## src/rtl/drd_pkg.sv

```systemverilog
`timescale 1ns / 1ps
// ----------------------------------------------------------------------------
// drd_pkg
// Shared types and constants of the drag-release debounce filter.
// ----------------------------------------------------------------------------
package drd_pkg;

    // Request codes carried in the input tuser
    localparam logic [1:0] REQ_PRESS   = 2'd0;
    localparam logic [1:0] REQ_RELEASE = 2'd1;
    localparam logic [1:0] REQ_TICK    = 2'd2;

    // Delivered event kinds
    localparam logic KIND_PRESS   = 1'b0;
    localparam logic KIND_RELEASE = 1'b1;

    // Configuration register indexes
    localparam logic CFG_DEBOUNCE  = 1'b0;
    localparam logic CFG_THRESHOLD = 1'b1;

    localparam logic [15:0] THRESHOLD_RESET = 16'd4;

    // Controller states
    typedef enum logic [5:0] {
        ST_IDLE     = 6'b000001,
        ST_PROC     = 6'b000010,
        ST_SCAN     = 6'b000100,
        ST_SCAN_END = 6'b001000,
        ST_EMIT_RD  = 6'b010000,
        ST_EMIT_OUT = 6'b100000
    } t_state;

    // Controller to datapath
    typedef struct packed {
        logic capture;      // latch an accepted input transaction
        logic clr_slot;     // cancel the pending release of the button
        logic wr_pend;      // store a held-back release
        logic load_single;  // deliver the captured press or release
        logic scan_start;   // clear expiry mask, rewind scan index
        logic scan_run;     // read one pending entry for the expiry check
        logic emit_rd;      // read the lowest expired entry
        logic load_emit;    // deliver the entry read by emit_rd
    } t_cmd;

    // Datapath to controller
    typedef struct packed {
        logic [1:0] req_type;
        logic       in_range;
        logic       slot_valid;
        logic       emulated;
        logic       hold;       // release ends a drag and debounce is enabled
        logic       out_free;
        logic       scan_last;
        logic       mask_any;
    } t_status;

endpackage

```

## src/rtl/drd_ctrl.sv

```systemverilog
`timescale 1ns / 1ps
// ----------------------------------------------------------------------------
// drd_ctrl
// Sequencer: decides each request and steps the tick scan and delivery.
// ----------------------------------------------------------------------------
module drd_ctrl
    import drd_pkg::*;
(
    input  logic    i_clk,
    input  logic    i_rst_n,
    input  logic    i_in_valid,
    output logic    o_in_ready,
    input  t_status i_status,
    output t_cmd    o_cmd
);

    t_state r_state, n_state;

    // State register
    always_ff @(posedge i_clk) begin
        if (!i_rst_n) begin
            r_state <= ST_IDLE;
        end else begin
            r_state <= n_state;
        end
    end

    assign o_in_ready = (r_state == ST_IDLE);

    // Next state and commands
    always_comb begin
        n_state = r_state;
        o_cmd   = '0;
        case (r_state)
            ST_IDLE: begin
                if (i_in_valid) begin
                    o_cmd.capture = 1'b1;
                    n_state       = ST_PROC;
                end
            end
            ST_PROC: begin
                case (i_status.req_type)
                    REQ_PRESS: begin
                        if (i_status.in_range && i_status.slot_valid) begin
                            o_cmd.clr_slot = 1'b1;
                            n_state        = ST_IDLE;
                        end else if (i_status.emulated) begin
                            n_state = ST_IDLE;
                        end else if (i_status.out_free) begin
                            o_cmd.load_single = 1'b1;
                            n_state           = ST_IDLE;
                        end
                    end
                    REQ_RELEASE: begin
                        if (i_status.emulated) begin
                            n_state = ST_IDLE;
                        end else if (i_status.hold) begin
                            o_cmd.wr_pend = 1'b1;
                            n_state       = ST_IDLE;
                        end else if (i_status.out_free) begin
                            o_cmd.load_single = 1'b1;
                            n_state           = ST_IDLE;
                        end
                    end
                    REQ_TICK: begin
                        o_cmd.scan_start = 1'b1;
                        n_state          = ST_SCAN;
                    end
                    default: begin
                        n_state = ST_IDLE;
                    end
                endcase
            end
            ST_SCAN: begin
                o_cmd.scan_run = 1'b1;
                if (i_status.scan_last) begin
                    n_state = ST_SCAN_END;
                end
            end
            ST_SCAN_END: begin
                // check stage finishes the last entry
                n_state = ST_EMIT_RD;
            end
            ST_EMIT_RD: begin
                if (i_status.mask_any) begin
                    o_cmd.emit_rd = 1'b1;
                    n_state       = ST_EMIT_OUT;
                end else begin
                    n_state = ST_IDLE;
                end
            end
            ST_EMIT_OUT: begin
                if (i_status.out_free) begin
                    o_cmd.load_emit = 1'b1;
                    n_state         = ST_EMIT_RD;
                end
            end
            default: begin
                n_state = ST_IDLE;
            end
        endcase
    end

endmodule

```

## src/rtl/drd_datapath.sv

```systemverilog
`timescale 1ns / 1ps
// ----------------------------------------------------------------------------
// drd_datapath
// Input capture, config, pending store, expiry check and output register.
// ----------------------------------------------------------------------------
module drd_datapath
    import drd_pkg::*;
#(
    parameter int BUTTON_COUNT = 10
) (
    input  logic        i_clk,
    input  logic        i_rst_n,
    // configuration
    input  logic        i_cfg_we,
    input  logic        i_cfg_idx,
    input  logic [15:0] i_cfg_data,
    // input transaction
    input  logic [1:0]  i_req_type,
    input  logic [7:0]  i_button,
    input  logic [15:0] i_pos_x,
    input  logic [15:0] i_pos_y,
    input  logic        i_is_emulated,
    input  logic        i_held_pressed,
    input  logic [15:0] i_drag_movement,
    input  logic [31:0] i_now_ms,
    // control
    input  t_cmd        i_cmd,
    output t_status     o_status,
    // output register
    input  logic        i_out_ready,
    output logic        o_out_valid,
    output logic        o_event_kind,
    output logic [7:0]  o_event_button,
    output logic [15:0] o_event_x,
    output logic [15:0] o_event_y,
    output logic        o_last
);

    localparam int IW = (BUTTON_COUNT > 1) ? $clog2(BUTTON_COUNT) : 1;
    localparam logic [IW-1:0] LAST_IDX = IW'(BUTTON_COUNT - 1);
    localparam logic [7:0] BTN_MAX = 8'(BUTTON_COUNT);

    // configuration registers
    logic [15:0] r_debounce_ms;
    logic [15:0] r_drag_threshold;

    always_ff @(posedge i_clk) begin
        if (!i_rst_n) begin
            r_debounce_ms    <= '0;
            r_drag_threshold <= THRESHOLD_RESET;
        end else if (i_cfg_we) begin
            case (i_cfg_idx)
                CFG_DEBOUNCE:  r_debounce_ms    <= i_cfg_data;
                CFG_THRESHOLD: r_drag_threshold <= i_cfg_data;
                default: ;
            endcase
        end
    end

    // captured request
    logic [1:0]  r_req_type;
    logic [7:0]  r_button;
    logic [15:0] r_pos_x;
    logic [15:0] r_pos_y;
    logic        r_emulated;
    logic        r_pressed;
    logic [15:0] r_movement;
    logic [31:0] r_now;

    always_ff @(posedge i_clk) begin
        if (i_cmd.capture) begin
            r_req_type <= i_req_type;
            r_button   <= i_button;
            r_pos_x    <= i_pos_x;
            r_pos_y    <= i_pos_y;
            r_emulated <= i_is_emulated;
            r_pressed  <= i_held_pressed;
            r_movement <= i_drag_movement;
            r_now      <= i_now_ms;
        end
    end

    // request decode
    logic          in_range;
    logic [IW-1:0] slot;
    logic          ends_drag;

    assign in_range  = (r_button != 8'd0) && (r_button <= BTN_MAX);
    assign slot      = IW'(r_button - 8'd1);
    assign ends_drag = in_range && r_pressed && (r_movement > r_drag_threshold);

    // pending store: valid flags in flops, payload {deadline, y, x} in memory
    logic [BUTTON_COUNT-1:0] r_valid;
    logic [63:0]             r_mem [BUTTON_COUNT];
    logic [63:0]             r_rd_data;
    logic [IW-1:0]           rd_addr;
    logic                    rd_en;

    // scan and delivery bookkeeping
    logic [IW-1:0]           r_scan_idx;
    logic                    r_chk_vld;
    logic [IW-1:0]           r_chk_idx;
    logic [BUTTON_COUNT-1:0] r_mask;
    logic [IW-1:0]           r_emit_idx;
    logic [IW-1:0]           low_idx;
    logic [31:0]             diff;
    logic                    expired;

    assign rd_en   = i_cmd.scan_run | i_cmd.emit_rd;
    assign rd_addr = i_cmd.scan_run ? r_scan_idx : low_idx;
    assign diff    = r_now - r_rd_data[63:32];
    assign expired = r_chk_vld && r_valid[r_chk_idx] && !diff[31];

    // lowest expired entry
    always_comb begin
        low_idx = '0;
        for (int i = BUTTON_COUNT - 1; i >= 0; i--) begin
            if (r_mask[i]) begin
                low_idx = IW'(i);
            end
        end
    end

    // payload memory, one write and one registered read port
    always_ff @(posedge i_clk) begin
        if (i_cmd.wr_pend) begin
            r_mem[slot] <= {r_now + {16'd0, r_debounce_ms}, r_pos_y, r_pos_x};
        end
        if (rd_en) begin
            r_rd_data <= r_mem[rd_addr];
        end
    end

    // valid flags
    always_ff @(posedge i_clk) begin
        if (!i_rst_n) begin
            r_valid <= '0;
        end else begin
            if (i_cmd.wr_pend) begin
                r_valid[slot] <= 1'b1;
            end
            if (i_cmd.clr_slot) begin
                r_valid[slot] <= 1'b0;
            end
            if (expired) begin
                r_valid[r_chk_idx] <= 1'b0;
            end
        end
    end

    // scan counter, check stage and expiry mask
    always_ff @(posedge i_clk) begin
        if (!i_rst_n) begin
            r_chk_vld <= 1'b0;
            r_mask    <= '0;
        end else begin
            r_chk_vld <= i_cmd.scan_run;
            if (i_cmd.scan_start) begin
                r_mask <= '0;
            end else begin
                if (expired) begin
                    r_mask[r_chk_idx] <= 1'b1;
                end
                if (i_cmd.emit_rd) begin
                    r_mask[low_idx] <= 1'b0;
                end
            end
        end
    end

    always_ff @(posedge i_clk) begin
        if (i_cmd.scan_start) begin
            r_scan_idx <= '0;
        end else if (i_cmd.scan_run && (r_scan_idx != LAST_IDX)) begin
            r_scan_idx <= r_scan_idx + IW'(1);
        end
        r_chk_idx <= r_scan_idx;
        if (i_cmd.emit_rd) begin
            r_emit_idx <= low_idx;
        end
    end

    // output register
    logic r_out_vld;
    logic out_free;

    assign out_free = !r_out_vld || i_out_ready;

    always_ff @(posedge i_clk) begin
        if (!i_rst_n) begin
            r_out_vld <= 1'b0;
        end else if (i_cmd.load_single || i_cmd.load_emit) begin
            r_out_vld <= 1'b1;
        end else if (i_out_ready) begin
            r_out_vld <= 1'b0;
        end
    end

    logic        r_out_kind;
    logic [7:0]  r_out_button;
    logic [15:0] r_out_x;
    logic [15:0] r_out_y;
    logic        r_out_last;

    always_ff @(posedge i_clk) begin
        if (i_cmd.load_single) begin
            r_out_kind   <= (r_req_type == REQ_RELEASE) ? KIND_RELEASE : KIND_PRESS;
            r_out_button <= r_button;
            r_out_x      <= r_pos_x;
            r_out_y      <= r_pos_y;
            r_out_last   <= 1'b1;
        end else if (i_cmd.load_emit) begin
            r_out_kind   <= KIND_RELEASE;
            r_out_button <= 8'(r_emit_idx) + 8'd1;
            r_out_x      <= r_rd_data[15:0];
            r_out_y      <= r_rd_data[31:16];
            r_out_last   <= ~|r_mask;
        end
    end

    assign o_out_valid    = r_out_vld;
    assign o_event_kind   = r_out_kind;
    assign o_event_button = r_out_button;
    assign o_event_x      = r_out_x;
    assign o_event_y      = r_out_y;
    assign o_last         = r_out_last;

    // status to controller
    assign o_status.req_type   = r_req_type;
    assign o_status.in_range   = in_range;
    assign o_status.slot_valid = r_valid[slot];
    assign o_status.emulated   = r_emulated;
    assign o_status.hold       = ends_drag && (r_debounce_ms != 16'd0);
    assign o_status.out_free   = out_free;
    assign o_status.scan_last  = (r_scan_idx == LAST_IDX);
    assign o_status.mask_any   = |r_mask;

endmodule

```

## src/rtl/drag_release_debounce_core.sv

```systemverilog
`timescale 1ns / 1ps
// ----------------------------------------------------------------------------
// drag_release_debounce_core
// Mouse button event filter holding back drag-ending releases for a window.
// ----------------------------------------------------------------------------
// Press/release: accepted in one cycle, decided the next; the result is loaded
//   into the output register once that is free, and a new request is accepted
//   only after the previous one is decided.
// Tick: the pending store is scanned one entry a cycle through its read port,
//   then each expired release is read and delivered, lowest button first.
// Reset (i_rst_n low, synchronous): clears pending flags, state and output
//   valid; debounce_ms to 0, drag_threshold to 4. No clearing pass.
module drag_release_debounce_core
    import drd_pkg::*;
#(
    parameter int BUTTON_COUNT = 10
) (
    input  logic        i_clk,
    input  logic        i_rst_n,
    // configuration write port
    input  logic        i_cfg_we,
    input  logic        i_cfg_idx,
    input  logic [15:0] i_cfg_data,
    // input stream
    input  logic        i_s_tvalid,
    output logic        o_s_tready,
    // [7:0] button, [23:8] pos_x, [39:24] pos_y, [40] is_emulated,
    // [41] held_pressed, [57:42] drag_movement, [89:58] now_ms, [95:90] zero
    input  logic [95:0] i_s_tdata,
    // [1:0] req_type
    input  logic [1:0]  i_s_tuser,
    // output stream
    output logic        o_m_tvalid,
    input  logic        i_m_tready,
    // [7:0] event_button, [23:8] event_x, [39:24] event_y
    output logic [39:0] o_m_tdata,
    // [0] event_kind
    output logic        o_m_tuser,
    output logic        o_m_tlast
);

    t_cmd    cmd;
    t_status status;

    logic [7:0]  ev_button;
    logic [15:0] ev_x;
    logic [15:0] ev_y;

    // sequencer
    drd_ctrl u_ctrl (
        .i_clk      (i_clk),
        .i_rst_n    (i_rst_n),
        .i_in_valid (i_s_tvalid),
        .o_in_ready (o_s_tready),
        .i_status   (status),
        .o_cmd      (cmd)
    );

    // datapath
    drd_datapath #(
        .BUTTON_COUNT (BUTTON_COUNT)
    ) u_datapath (
        .i_clk           (i_clk),
        .i_rst_n         (i_rst_n),
        .i_cfg_we        (i_cfg_we),
        .i_cfg_idx       (i_cfg_idx),
        .i_cfg_data      (i_cfg_data),
        .i_req_type      (i_s_tuser),
        .i_button        (i_s_tdata[7:0]),
        .i_pos_x         (i_s_tdata[23:8]),
        .i_pos_y         (i_s_tdata[39:24]),
        .i_is_emulated   (i_s_tdata[40]),
        .i_held_pressed  (i_s_tdata[41]),
        .i_drag_movement (i_s_tdata[57:42]),
        .i_now_ms        (i_s_tdata[89:58]),
        .i_cmd           (cmd),
        .o_status        (status),
        .i_out_ready     (i_m_tready),
        .o_out_valid     (o_m_tvalid),
        .o_event_kind    (o_m_tuser),
        .o_event_button  (ev_button),
        .o_event_x       (ev_x),
        .o_event_y       (ev_y),
        .o_last          (o_m_tlast)
    );

    assign o_m_tdata = {ev_y, ev_x, ev_button};

endmodule

```

## config.mk

```make
export PLATFORM = sky130hd
export DESIGN_NAME = drag_release_debounce_core
export DESIGN_NICKNAME = d
export VERILOG_FILES = /design/src/rtl/drd_pkg.sv /design/src/rtl/drd_ctrl.sv /design/src/rtl/drd_datapath.sv /design/src/rtl/drag_release_debounce_core.sv
export SDC_FILE = /design/constraint.sdc
export NUM_CORES = 1
export LEC_CHECK = 0
export BUFFER_PORTS_ARGS = -buffer_cell sky130_fd_sc_hd__buf_2
export CORE_ASPECT_RATIO = 0.7
export CORE_UTILIZATION = 50
export CTS_BUF_LIST = sky130_fd_sc_hd__clkbuf_4 sky130_fd_sc_hd__clkbuf_8
export DETAILED_ROUTE_END_ITERATION = 7
export PLACE_DENSITY = 0.69
export SETUP_SLACK_MARGIN = 0.1
export SYNTH_ARGS = -nofsm -noshare
export SYNTH_HDL_FRONTEND = slang
export SYNTH_SLANG_ARGS = --single-unit
```

## constraint.sdc

```tcl
create_clock -name i_clk -period 21.4 [get_ports i_clk]
set_input_delay 3.21 -clock i_clk [delete_from_list [all_inputs] [get_ports i_clk]]
set_output_delay 3.21 -clock i_clk [all_outputs]
set_load 0.1 [all_outputs]
```

Yosys cells after proc, flatten, opt, wreduce, memory -nomap -nowiden --
Memory sizes are Yosys's and may differ from the RTL's. A register that Yosys moved wholly into a read port is not among the register bits. Index checks and enable logic that the tools add are counted. Widths: inputs -> output; s select.
Operators by class: $lt $le $gt $ge 8, reductions and logical operators 26, equal/unequal tests 13, bitwise logic cells 11, muxes and demuxes 72, add/sub/neg operators 5
Operators with widths (count):
- $mux 10 | 9
- $mux 16 | 4
- $mux 6 | 9
- $mux 4 | 12
- $pmux 6 s6 | 1
- $add 32x16->32 | 1
- $sub 32x32->32 | 1
- $and 10x10->10 | 3
- $not 10->10 | 3
- $mux 1 | 27
- $or 10x10->10 | 2
- $pmux 6 s3 | 1
- $gt 16x16->1 | 1
- $mux 8 | 2
- $reduce_bool 16->1 | 1
- $lt 4x5->1 const B | 3
- $demux 1 s4 | 3
- $ge 4x1->1 const B | 3
- $logic_and 1x1->1 | 11
- $reduce_or 10->1 | 1
- $bmux 1 s4 | 2
- $le 8x4->1 const B | 1
- $reduce_bool 8->1 | 1
- $eq 6x1->1 const B | 1
- other kinds (25) | 32
Word-level totals: word-level logic and storage cells 159, output and inout bits 44, memory bits (writable) 640, bits in registers 206, input bits 120, memories kept 1
Memory list:
- u_datapath.r_mem | depth 10, width 64, rd ports 1, clocked after memory_dff 1, wr ports 1, line drd_datapath.sv:94 | logic [63:0] r_mem [BUTTON_COUNT];

Longest topological paths before layout --
Gate-level depths: netlist of the first run.
depth in word-level cells 17, depth in mapped cells 12

Cells and area by module --
From an unflattened synthesis of the first run, not the netlist that was laid out.
Unflattened totals: cells, all modules 2859, area total of the unflattened synthesis 36906.6 um2
By module, submodules not included:
- drd_datapath | sequential area each 26515.4 um2, area each 36436.2 um2, instances 1, cells an instance 2796
- drd_ctrl | sequential area each 120.1 um2, area each 470.5 um2, instances 1, cells an instance 63

Worst setup path after synthesis of the first run --
No wires, ideal clock.
kind reg-to-reg, from reg u_datapath.r_button[0], to reg u_datapath.r_valid[3], stages on the path, launching flop included 11, path buffers 1, setup slack 12.861 ns, data arrival time 8.447 ns, cells stage by stage edfxtp_1 -> buf_4 -> inv_1 -> ha_1 -> nor2b_1 -> o21ai_0 -> nor2b_1 -> nand4_1 -> nor4_1 -> o221ai_1 -> a21oi_1
Between the ends: cells in the longest elaborated chain, start to end 16, elaborated cells between the ends (all ways) 30, classes of those cells add/sub (1); order compare (3); mux (15); bitwise (4); reduce/logical (7)
RTL lines:
- start, declared | line drd_datapath.sv:62 | logic [7:0] r_button;
- start signal, assigned | line drd_datapath.sv:73 | r_button <= i_button;
- parallel branches: the longest is 12 deep, another holds $lt 4x5->1
- $mux 10 (*) | line drd_datapath.sv:142 | if (i_cmd.clr_slot) begin
- $mux 10 (*) | line drd_datapath.sv:136 | if (!i_rst_n) begin
- $and 10x10->10 (no line)
- $mux 10 (*) | line drd_datapath.sv:145 | if (expired) begin
- end signal, assigned | line drd_datapath.sv:137 | r_valid <= '0;
- end signal, assigned by index | line drd_datapath.sv:143 | r_valid[slot] <= 1'b0;
- end signal, assigned by index | line drd_datapath.sv:146 | r_valid[r_chk_idx] <= 1'b0;
- end, declared | line drd_datapath.sv:93 | logic [BUTTON_COUNT-1:0] r_valid;
Mark *: on every way between the ends. The select of a mux whose other input is x is not followed. A chain may end at the register's enable or synchronous reset.

Final worst setup path of the first run --
from reg u_ctrl.r_state[3], to out o_s_tready
Between the ends: cells in the longest elaborated chain, start to end 1
RTL lines:
- start, declared | line drd_ctrl.sv:17 | t_state r_state, n_state;
- start signal, assigned | line drd_ctrl.sv:24 | r_state <= n_state;
- $eq 6x1->1 | line drd_ctrl.sv:28 | assign o_in_ready = (r_state == ST_IDLE);
- end, declared | line drag_release_debounce_core.sv:26 | output logic o_s_tready,
No other way between the ends.

==> results of run 1 <==
==> per-stage QoR <==
stage	util	hold slack [ps]	cell area, µm²	instances
5_1_grt	0.568	392	41700	3716
6_report	0.568	376	41700	3716
3_5_place_dp	0.531	361	39100	3469
4_1_cts	0.568	382	41700	3716
3_3_place_gp	0.531	359	39100	3469
2_1_floorplan	-	351	37200	2412
==> cell families after synthesis <==
group           count (synthesis)
compound gates                325
flops                         910
simple gates                  465
fa+ha+maj                      70
xor+xnor                       34
mux                           428
buf+inv                       180
==> worst min path at each step <==
| stage | start | endpoint | cells after the start |
|---|---|---|---|
| 2_1_floorplan | u_datapath.r_scan_idx[2]$_SDFFE_PP0P_ | u_datapath.r_chk_idx[2]$_DFF_P_ | 0 |
| 3_3_place_gp | u_datapath.r_scan_idx[2]$_SDFFE_PP0P_ | u_datapath.r_chk_idx[2]$_DFF_P_ | 0 |
| 3_5_place_dp | u_datapath.r_scan_idx[2]$_SDFFE_PP0P_ | u_datapath.r_chk_idx[2]$_DFF_P_ | 0 |
| 4_1_cts | u_datapath.r_scan_idx[2]$_SDFFE_PP0P_ | u_datapath.r_chk_idx[2]$_DFF_P_ | 0 |
| 5_1_grt | u_datapath.r_scan_idx[2]$_SDFFE_PP0P_ | u_datapath.r_chk_idx[2]$_DFF_P_ | 0 |
| 6_report | u_datapath.r_scan_idx[2]$_SDFFE_PP0P_ | u_datapath.r_chk_idx[2]$_DFF_P_ | 0 |
==> registers in the layout (all words and copies together) (netlist names), 4 cells and up <==
name / cells
u_datapath.r_debounce_ms: 16
u_ctrl.r_state: 6
u_datapath.o_event_y: 16
u_datapath.r_valid: 10
u_datapath.r_scan_idx: 4
u_datapath.r_rd_data: 64
u_datapath.o_event_button: 8
u_datapath.r_now: 32
u_datapath.r_chk_idx: 4
u_datapath.r_mem: 640
u_datapath.r_emit_idx: 4
u_datapath.o_event_x: 16
u_datapath.r_drag_threshold: 16
u_datapath.r_button: 8
u_datapath.r_pos_y: 16
u_datapath.r_mask: 10
u_datapath.r_movement: 16
u_datapath.r_pos_x: 16
==> worst register-to-register path: stages (launching register included) <==
cell and delay, ps:
edfxtp_1 560, inv_1 190, ha_1 390, nor2b_1 80
o21ai_0 240, nor2b_1 330, nand4_1 460, nor3_1 830
and3_2 1080, buf_4 720
==> layout by cell type, fill, tap and decap left out, types with 13 or more instances in the layout <==
cell and n:
edfxtp_1 841, o21ai_0 46, xnor2_1 22, nand2_1 253
o22ai_1 66, nand3_1 33, clkinv_1 26, buf_2 157
a31oi_1 77, ha_1 69, clkbuf_4 52, and3_1 13
clkbuf_8 146, nor3_1 22, mux2i_1 387, dfxtp_1 69
buf_4 29, mux2_4 36, nor2_1 56, inv_1 72
a21oi_1 79
==> Yosys cell counts (3+ instances only) <==
master / number
a21o_1: 6
and3_1: 20
buf_8: 3
nand2b_1: 13
a21oi_1: 80
nor2b_1: 11
dfxtp_1: 69
o21ai_0: 47
nand4b_1: 3
nor4_1: 12
o22ai_1: 66
nor3_1: 22
nor2_1: 56
clkbuf_1: 45
a31oi_1: 77
xnor2_1: 22
edfxtp_1: 841
nand4_1: 11
nor3b_1: 5
ha_1: 69
a211o_1: 3
o31ai_1: 4
xor2_1: 12
inv_1: 72
o211ai_1: 9
buf_1: 7
nand3_1: 33
nor4b_1: 3
o21a_1: 5
mux2i_1: 388
mux2_4: 36
buf_2: 50
or3_1: 8
nand2_1: 253
==> area by class of cell <==
class	instances	area, µm²
fillers	5698	31800
flip-flops and latches	910	26600
multi-input cells	1322	9890
clock buffers	198	2400
well taps	977	1220
repair buffers	188	1040
clock inverters	49	289
inverters	72	270
==> power breakdown <==
part / total, mW / switching [mW] / internal (mW)
Sequential: 2.04 / 0.0370 / 2.00
Combinational: 0.152 / 0.106 / 0.0455
Clock: 1.40 / 0.664 / 0.737
Total: 3.59 / 0.807 / 2.78
==> layer usage <==
| metal | track usage | routed length [µm] | vias up |
|---|---|---|---|
| met1 | 0.295 | 35300 | 10594 |
| met4 | 0.0694 | 1600 | 0 |
| li1 | - | - | 9702 |
| met2 | 0.344 | 38800 | 732 |
| met5 | 0 | 0 | - |
| met3 | 0.0430 | 5540 | 142 |
==> summary.md, run 1 <==
The number of enable-type register cells in the synthesized netlist was 841. The net count of the mapped netlist came out at 2,602. The proportion of synthesized area in mux cells is 0.121, and the via-per-instance ratio is 5.70. The tools report the data arrival time of the critical path as 2390 ps. The adder and majority gate portion of the synthesized area came out at 0.0237. The sequential-to-total area share from yosys stat came out at 0.716. The routed design has 81,200 µm of wire. The final reports fail on DRC. The final number of hold-violating endpoints is 0.

The share of Yosys cell area claimed by the top area cell type was 0.679. The antenna diode count is 0. Cell type contributing the most total cell area after synthesis: edfxtp_1.

The final layout contains 2,822 nets. The count of max-cap constraint violations came out at 0. During synthesis, Yosys emitted a total of 0 warnings. The first routing iteration left 1,596 violations. Across the VDD grid, the largest voltage drop is 57.8 µV. The pre-antenna-repair detailed-routing pass consisted of 7 iterations. Data on the critical path is required at its endpoint by 18,190 ps. For the relative slew slack, the log shows 0.153. In this run the critical register-to-register path is captured at u_datapath.r_mem[9][47]$_DFFE_PP_.

TritonCTS built the clock tree. The maximum single-stage delay on the critical path works out to 500 ps. The leakage power of the design was 14.8 nW; the half-perimeter wire length after detailed placement was 44,200 µm. Walking the worst path, the cells encountered are nor2_1, nand2_1, nor3b_1, buf_2. The H-tree was split into 4 levels. Counting I/O delays and the setup requirement, the final critical path takes 5600 ps. Worst setup slack after layout: 15,800 ps. Dividing the detail-routed wire length by the instance count gives 21.9 µm. In this run the horizontal extent of the chip is 328 µm. The first-pass GRT wire length is 123,000 µm. The root buffer cell chosen for the clock tree is clkbuf_8. By area the synthesized netlist is led by edfxtp_1 68%, mux2i_1 10%, dfxtp_1 3.7%.

The tightest min-delay check is of the reg2reg type. The most frequently used flop master after synthesis was edfxtp_1. For flop-to-flop paths, the worst setup slack is 16,110 ps. Counting along the longest clock path gives a buffer depth of 3. The number of antenna violations at the first check in global routing was 0. Share of post-route cells with drive strength above 1: 0.175. The number of setup buffers added after CTS is 0.

The congestion estimate from routability-driven global placement came to 0.868. The critical-path cell with the highest stage delay is buf_2. For this run, design rule violations remaining after detail routing come to 10. The share of the synthesized netlist area taken by xor and xnor gates works out to 0.00800.

The clock edge transition at the registers on the reported setup and hold paths came out at 60 ps. The tools report the type of element launching the critical path as a register. The completed layout was analyzed and its total power is 3.59 mW. The floorplan die height is 230 µm.

The critical path is of the reg2out type. The pre-CTS setup slack was 16,070 ps; the share of synthesized cell area in and, or, nand and nor gates was 0.0571. Clock tree synthesis inserted a total of 138 buffers. Counting every sink on the clock net gives 910. The share of the cycle needed by the critical path after routing was 0.262; the remaining antenna violation count was 0.

After global routing the overflow that remains totals 0. The run gives 20.9k as the number of global-route vias before repair. The run gives 0 as the final max-slew violation count. For the starting utilization of the core area, the log shows 0.506. The proportion of synthesized flip-flops having asynchronous set or reset was 0.

The tools report the number of buffers inserted for hold repair after clock tree synthesis as 0. For the worst-skew pair, the clock arrives at the later sink with an insertion delay of 800 ps. The number of buffers and inverters on the critical path works out to 1.

The run gives 0.215 as the overall track demand over capacity in global routing. Maximum number of pins on one net before global-route repair: 136. The run gives 164 as the number of primary I/O pins. The fraction of the mapped netlist area in compound gates is 0.0536, and the standard cell core area is 0.0735 mm².

For the final routed database, the setup TNS stands at 0 ps. Number of cells produced by synthesis: 2,412. In this run the power density over the cells is 86.0 mW/mm². By area, the combinational part of the netlist is dominated by multiplexers.

Relative to the synthesized area, the layout overhead comes to 12.2%. Summing every instance area after synthesis gives 0.0372 mm². In this run the tool buffered the top-level ports with 157 buffer cells. The total stage count of the critical path is 4, and the die footprint is 0.0755 mm². Setup repair after global routing left no endpoint under its margin. Kind of cell adding the most delay to the critical path: simple AND/OR/NAND/NOR gates. Dividing the synthesized area by the synthesized cell count gives 15.4 µm².

In this run the worst setup path begins at u_ctrl.r_state[3]$_SDFFE_PN0P_. The netlist uses 67 different library cells. The flow ran to the end, but the final reports show violations.

In this run the core area contains 83 standard-cell rows. The number of cells on the worst reg-to-reg path was 9. The final route contains 21.2k vias. The tools report the element type at the critical path end as an output pin. The final count of negative-setup-slack endpoints came out at 0. The highest net fanout along the worst path is 6. After clock tree synthesis, the repair step resized 0 gates. The fmax is 179 MHz. The clock arrives with 34.0 ps of skew. The synthesized design contains 910 register bits. The transition time of the tightest slew-check pin is 1260 ps. Following the worst setup path forward leads to its endpoint at o_s_tready. In this run the critical register-to-register path is launched from u_datapath.r_button[0]$_DFFE_PP_.
Note: power is estimated with default switching activity, not from simulation.
==> inputs of run 2 (changes only) <==
- clock period: 21.4 -> 5.8 ns (I/O delays scaled with it)
==> run 2 against run 1 <==
Effect of this change: the flow still finishes with violations (DRC); sequential share of layout area fell by 0.36 points; critical path depth rose by 5; setup slack got worse by 14000 ps; combinational power rose to 3.7 times the previous value; wire length fell by 1.9%; utilization rose by 0.32 points; first-iteration DRC count rose by 2.6%; clock skew rose by 11 ps; clock-buffer cell count fell by 1; clock power rose to 3.7 times the previous value; cell area rose by 0.56%; highest routed layer unchanged.
==> summary.md, run 2 (synthesis gave the netlist of run 1 again) <==
The logs give 253 ps (-123 ps) for the worst hold slack and 7 (unchanged) for the first-pass iteration count of the detailed router. The area growth from synthesis to layout is 12.8%. The number of buffers inserted during clock tree synthesis was 138 (unchanged).

The power density of the placed cells was 316 mW/mm² (+270%); the time the final worst path needs with I/O delays and setup was 4450 ps. The logs give 6230 ps (-11,960 ps) for the worst path required time and 0.0735 mm² (unchanged) for the standard cell core area. The run gives 0.155 (+0.00198) as the relative slew slack. The die extent in x came out at 328 µm (unchanged).

The top register by number of flip-flops was u_datapath.r_mem. The worst setup path is launched from a register. The flow ran to the end, but the final reports show violations. For the buffer count from post-CTS setup fixing, the log shows 0 (unchanged). The tools report the cell area after layout as 0.0420 mm² (+0.56%). The worst setup path is captured at a register.

For the number of cells in the design after placement, the log shows 3,472 (+0.086%). The global route total overflow is 0 (unchanged), and the post-detailed-placement cell area is 0.0393 mm² (+0.54%). The logs give 124 (-8.8%) for the maximum number of pins on one net before global-route repair and 0.0266 mm² (unchanged) for the area used by sequential logic in the layout. The clock edge transition at the registers on the reported setup and hold paths is 70 ps (about the same), and the number of antenna violations at the first check in global routing is 1 (+1). Half-perimeter wire length after detailed placement: 44,100 µm (-0.39%).

For the count of max-cap constraint violations, the log shows 0 (unchanged). The final max-slew violation count is 0 (unchanged), and the number of buffers inserted by port buffering is 157 (unchanged). The worst hold path class is in2reg. The tools report the number of violations reported at the end of detailed-routing iteration 0 as 1,638 (+2.6%). The run gives 0.0755 mm² (unchanged) as the die footprint. For the number of buffers inserted for hold repair after clock tree synthesis, the log shows 0 (unchanged). The critical path is of the reg2reg type. The leakage power of the design was 14.9 nW (+0.55%); the area of combinational cells with multiple inputs was 0.00991 mm² (+0.27%). For the count of cells resized by post-cts repair, the log shows 0 (unchanged).

Based on the critical path, the design can be clocked at up to 225 MHz. The library cell used most frequently in the layout, excluding fill and tap cells, is edfxtp_1. The remaining antenna violation count came out at 0 (unchanged). The highest net fanout along the worst path is 31 (+25). The tools report the global placer's final weighted congestion as 0.860 (-0.89%).

The total DRC errors in the routed layout was 14 (+4). The cell sitting at the root of the clock tree is a clkbuf_8. The library cells used most frequently in the layout, excluding fill and tap cells, are 841 x edfxtp_1, 387 x mux2i_1, 253 x nand2_1. The final count of negative-setup-slack endpoints is 0 (unchanged), and the mean routed wirelength per cell is 21.4 µm (-2.0%). The logs give 164 µV (+180%) for the worst vdd rail ir drop and 3,718 (+0.054%) for the final cell count without fillers. For the minimum setup slack among reg-to-reg paths, the log shows 1350 ps (-14,760 ps).

TritonCTS built the clock tree. Setup repair after global routing left no endpoint under its margin. The transition time of the tightest slew-check pin was 1260 ps (-2.95 ps). For the net count of the finished layout, the log shows 2,825 (+0.11%). The run gives 3 (unchanged) as the buffer depth of the longest clock path. The floorplan die height is 230 µm (unchanged), and the flip-flop count of the largest register, all copies and words added is 640 (unchanged).

For the overall track demand over capacity in global routing, the log shows 0.212 (-0.00289). The clock insertion delay at the later pin of the skew report was 790 ps (about the same); the number of global-route vias before repair was 20.9k (+0.16%). The number of primary I/O pins came out at 164 (unchanged). The sum of routed wire length over all layers is 79,700 µm (-1.9%), and the row count is 83 (unchanged). The number of clock sinks was 910 (unchanged); the core utilization of the finished layout was 0.571 (+0.00318). The via-per-instance ratio came out at 5.61 (-1.6%).

The post-route clock skew was 44.5 ps (+10.5 ps). The total via count in the routed design is 20.8k (-1.5%), and the starting utilization of the core area is 0.506 (unchanged). The final reports fail on DRC.

The first-pass GRT wire length was 122,000 µm (-0.88%). The CTS H-tree depth is 4 (unchanged). The fill cell instance count of the final layout came out at 5,679 (-0.33%). In the final layout, the registers with the most flip-flops are u_datapath.r_mem: 640 flops, u_datapath.r_rd_data: 64 flops, u_datapath.r_now: 32 flops. The antenna diode count was 0 (unchanged); the share of the cycle needed by the critical path after routing was 0.768. Share of post-route cells with drive strength above 1: 0.177 (+0.00170).

The logs give 4890 ps (+2500 ps) for the data arrival time of the critical path and 0 (unchanged) for the final number of hold-violating endpoints.
==> run 2: cell types whose count changed in the layout (fill, tap and decap cells not counted), moves of 3 or more <==
cell,change
buf_12,+13
buf_4,-10
clkinv_1,-3
clkinv_2,+3
nor4_2,-3
nor4_4,+3
==> run 2: report_power, final <==
part	switching [mW]	internal (mW)	leakage (nW)
clock network	2.44	2.75	1.43
registers	0.139	7.37	8.16
logic	0.388	0.167	5.28
==> run 2: area by class of cell <==
type                            count  share of cell area
Clock buffer                      197              0.0568
Clock inverter                     49             0.00775
Inverter                           72             0.00644
Multi-Input combinational cell   1322               0.236
Sequential cell                   910               0.634
Tap cell                          977              0.0291
Timing Repair Buffer              191              0.0293
==> run 2: through the flow <==
step,power [mW],TNS (ps),setup WS (ps)
floorplan,7.97,-35.8,-18.0
global placement,8.17,0,1480
detailed placement,8.20,0,1370
CTS,13.4,0,1330
global route,13.7,0,962
finish,13.3,0,1350
==> run 2: routing by layer <==
metal,global-route usage,vias up,part of all wire
met5,0,-,0
met4,0.0723,0,0.019
met3,0.0372,127,0.053
met2,0.333,588,0.47
met1,0.299,10432,0.46
li1,-,9695,-
==> run 2: path summary, 6_finish.rpt <==
kind | start | endpoint | cells past startpoint
hold / removal | i_s_tdata[63] | u_datapath.r_now[5]$_DFFE_PP_ | 1
setup / recovery | u_datapath.r_button[0]$_DFFE_PP_ | u_datapath.r_mem[5][10]$_DFFE_PP_ | 9
setup reg to reg | u_datapath.r_button[0]$_DFFE_PP_ | u_datapath.r_mem[5][10]$_DFFE_PP_ | 9
hold reg to reg | u_datapath.r_scan_idx[2]$_SDFFE_PP0P_ | u_datapath.r_chk_idx[2]$_DFF_P_ | 0
==> run 2: critical path: stages (launching register included) <==
cell      delay [ps]
edfxtp_1         570
inv_1            180
ha_1             400
nor2b_1           80
o21ai_0          200
nor2b_1          230
nand4_1          490
nor3_1           830
and3_4           730
buf_4            370
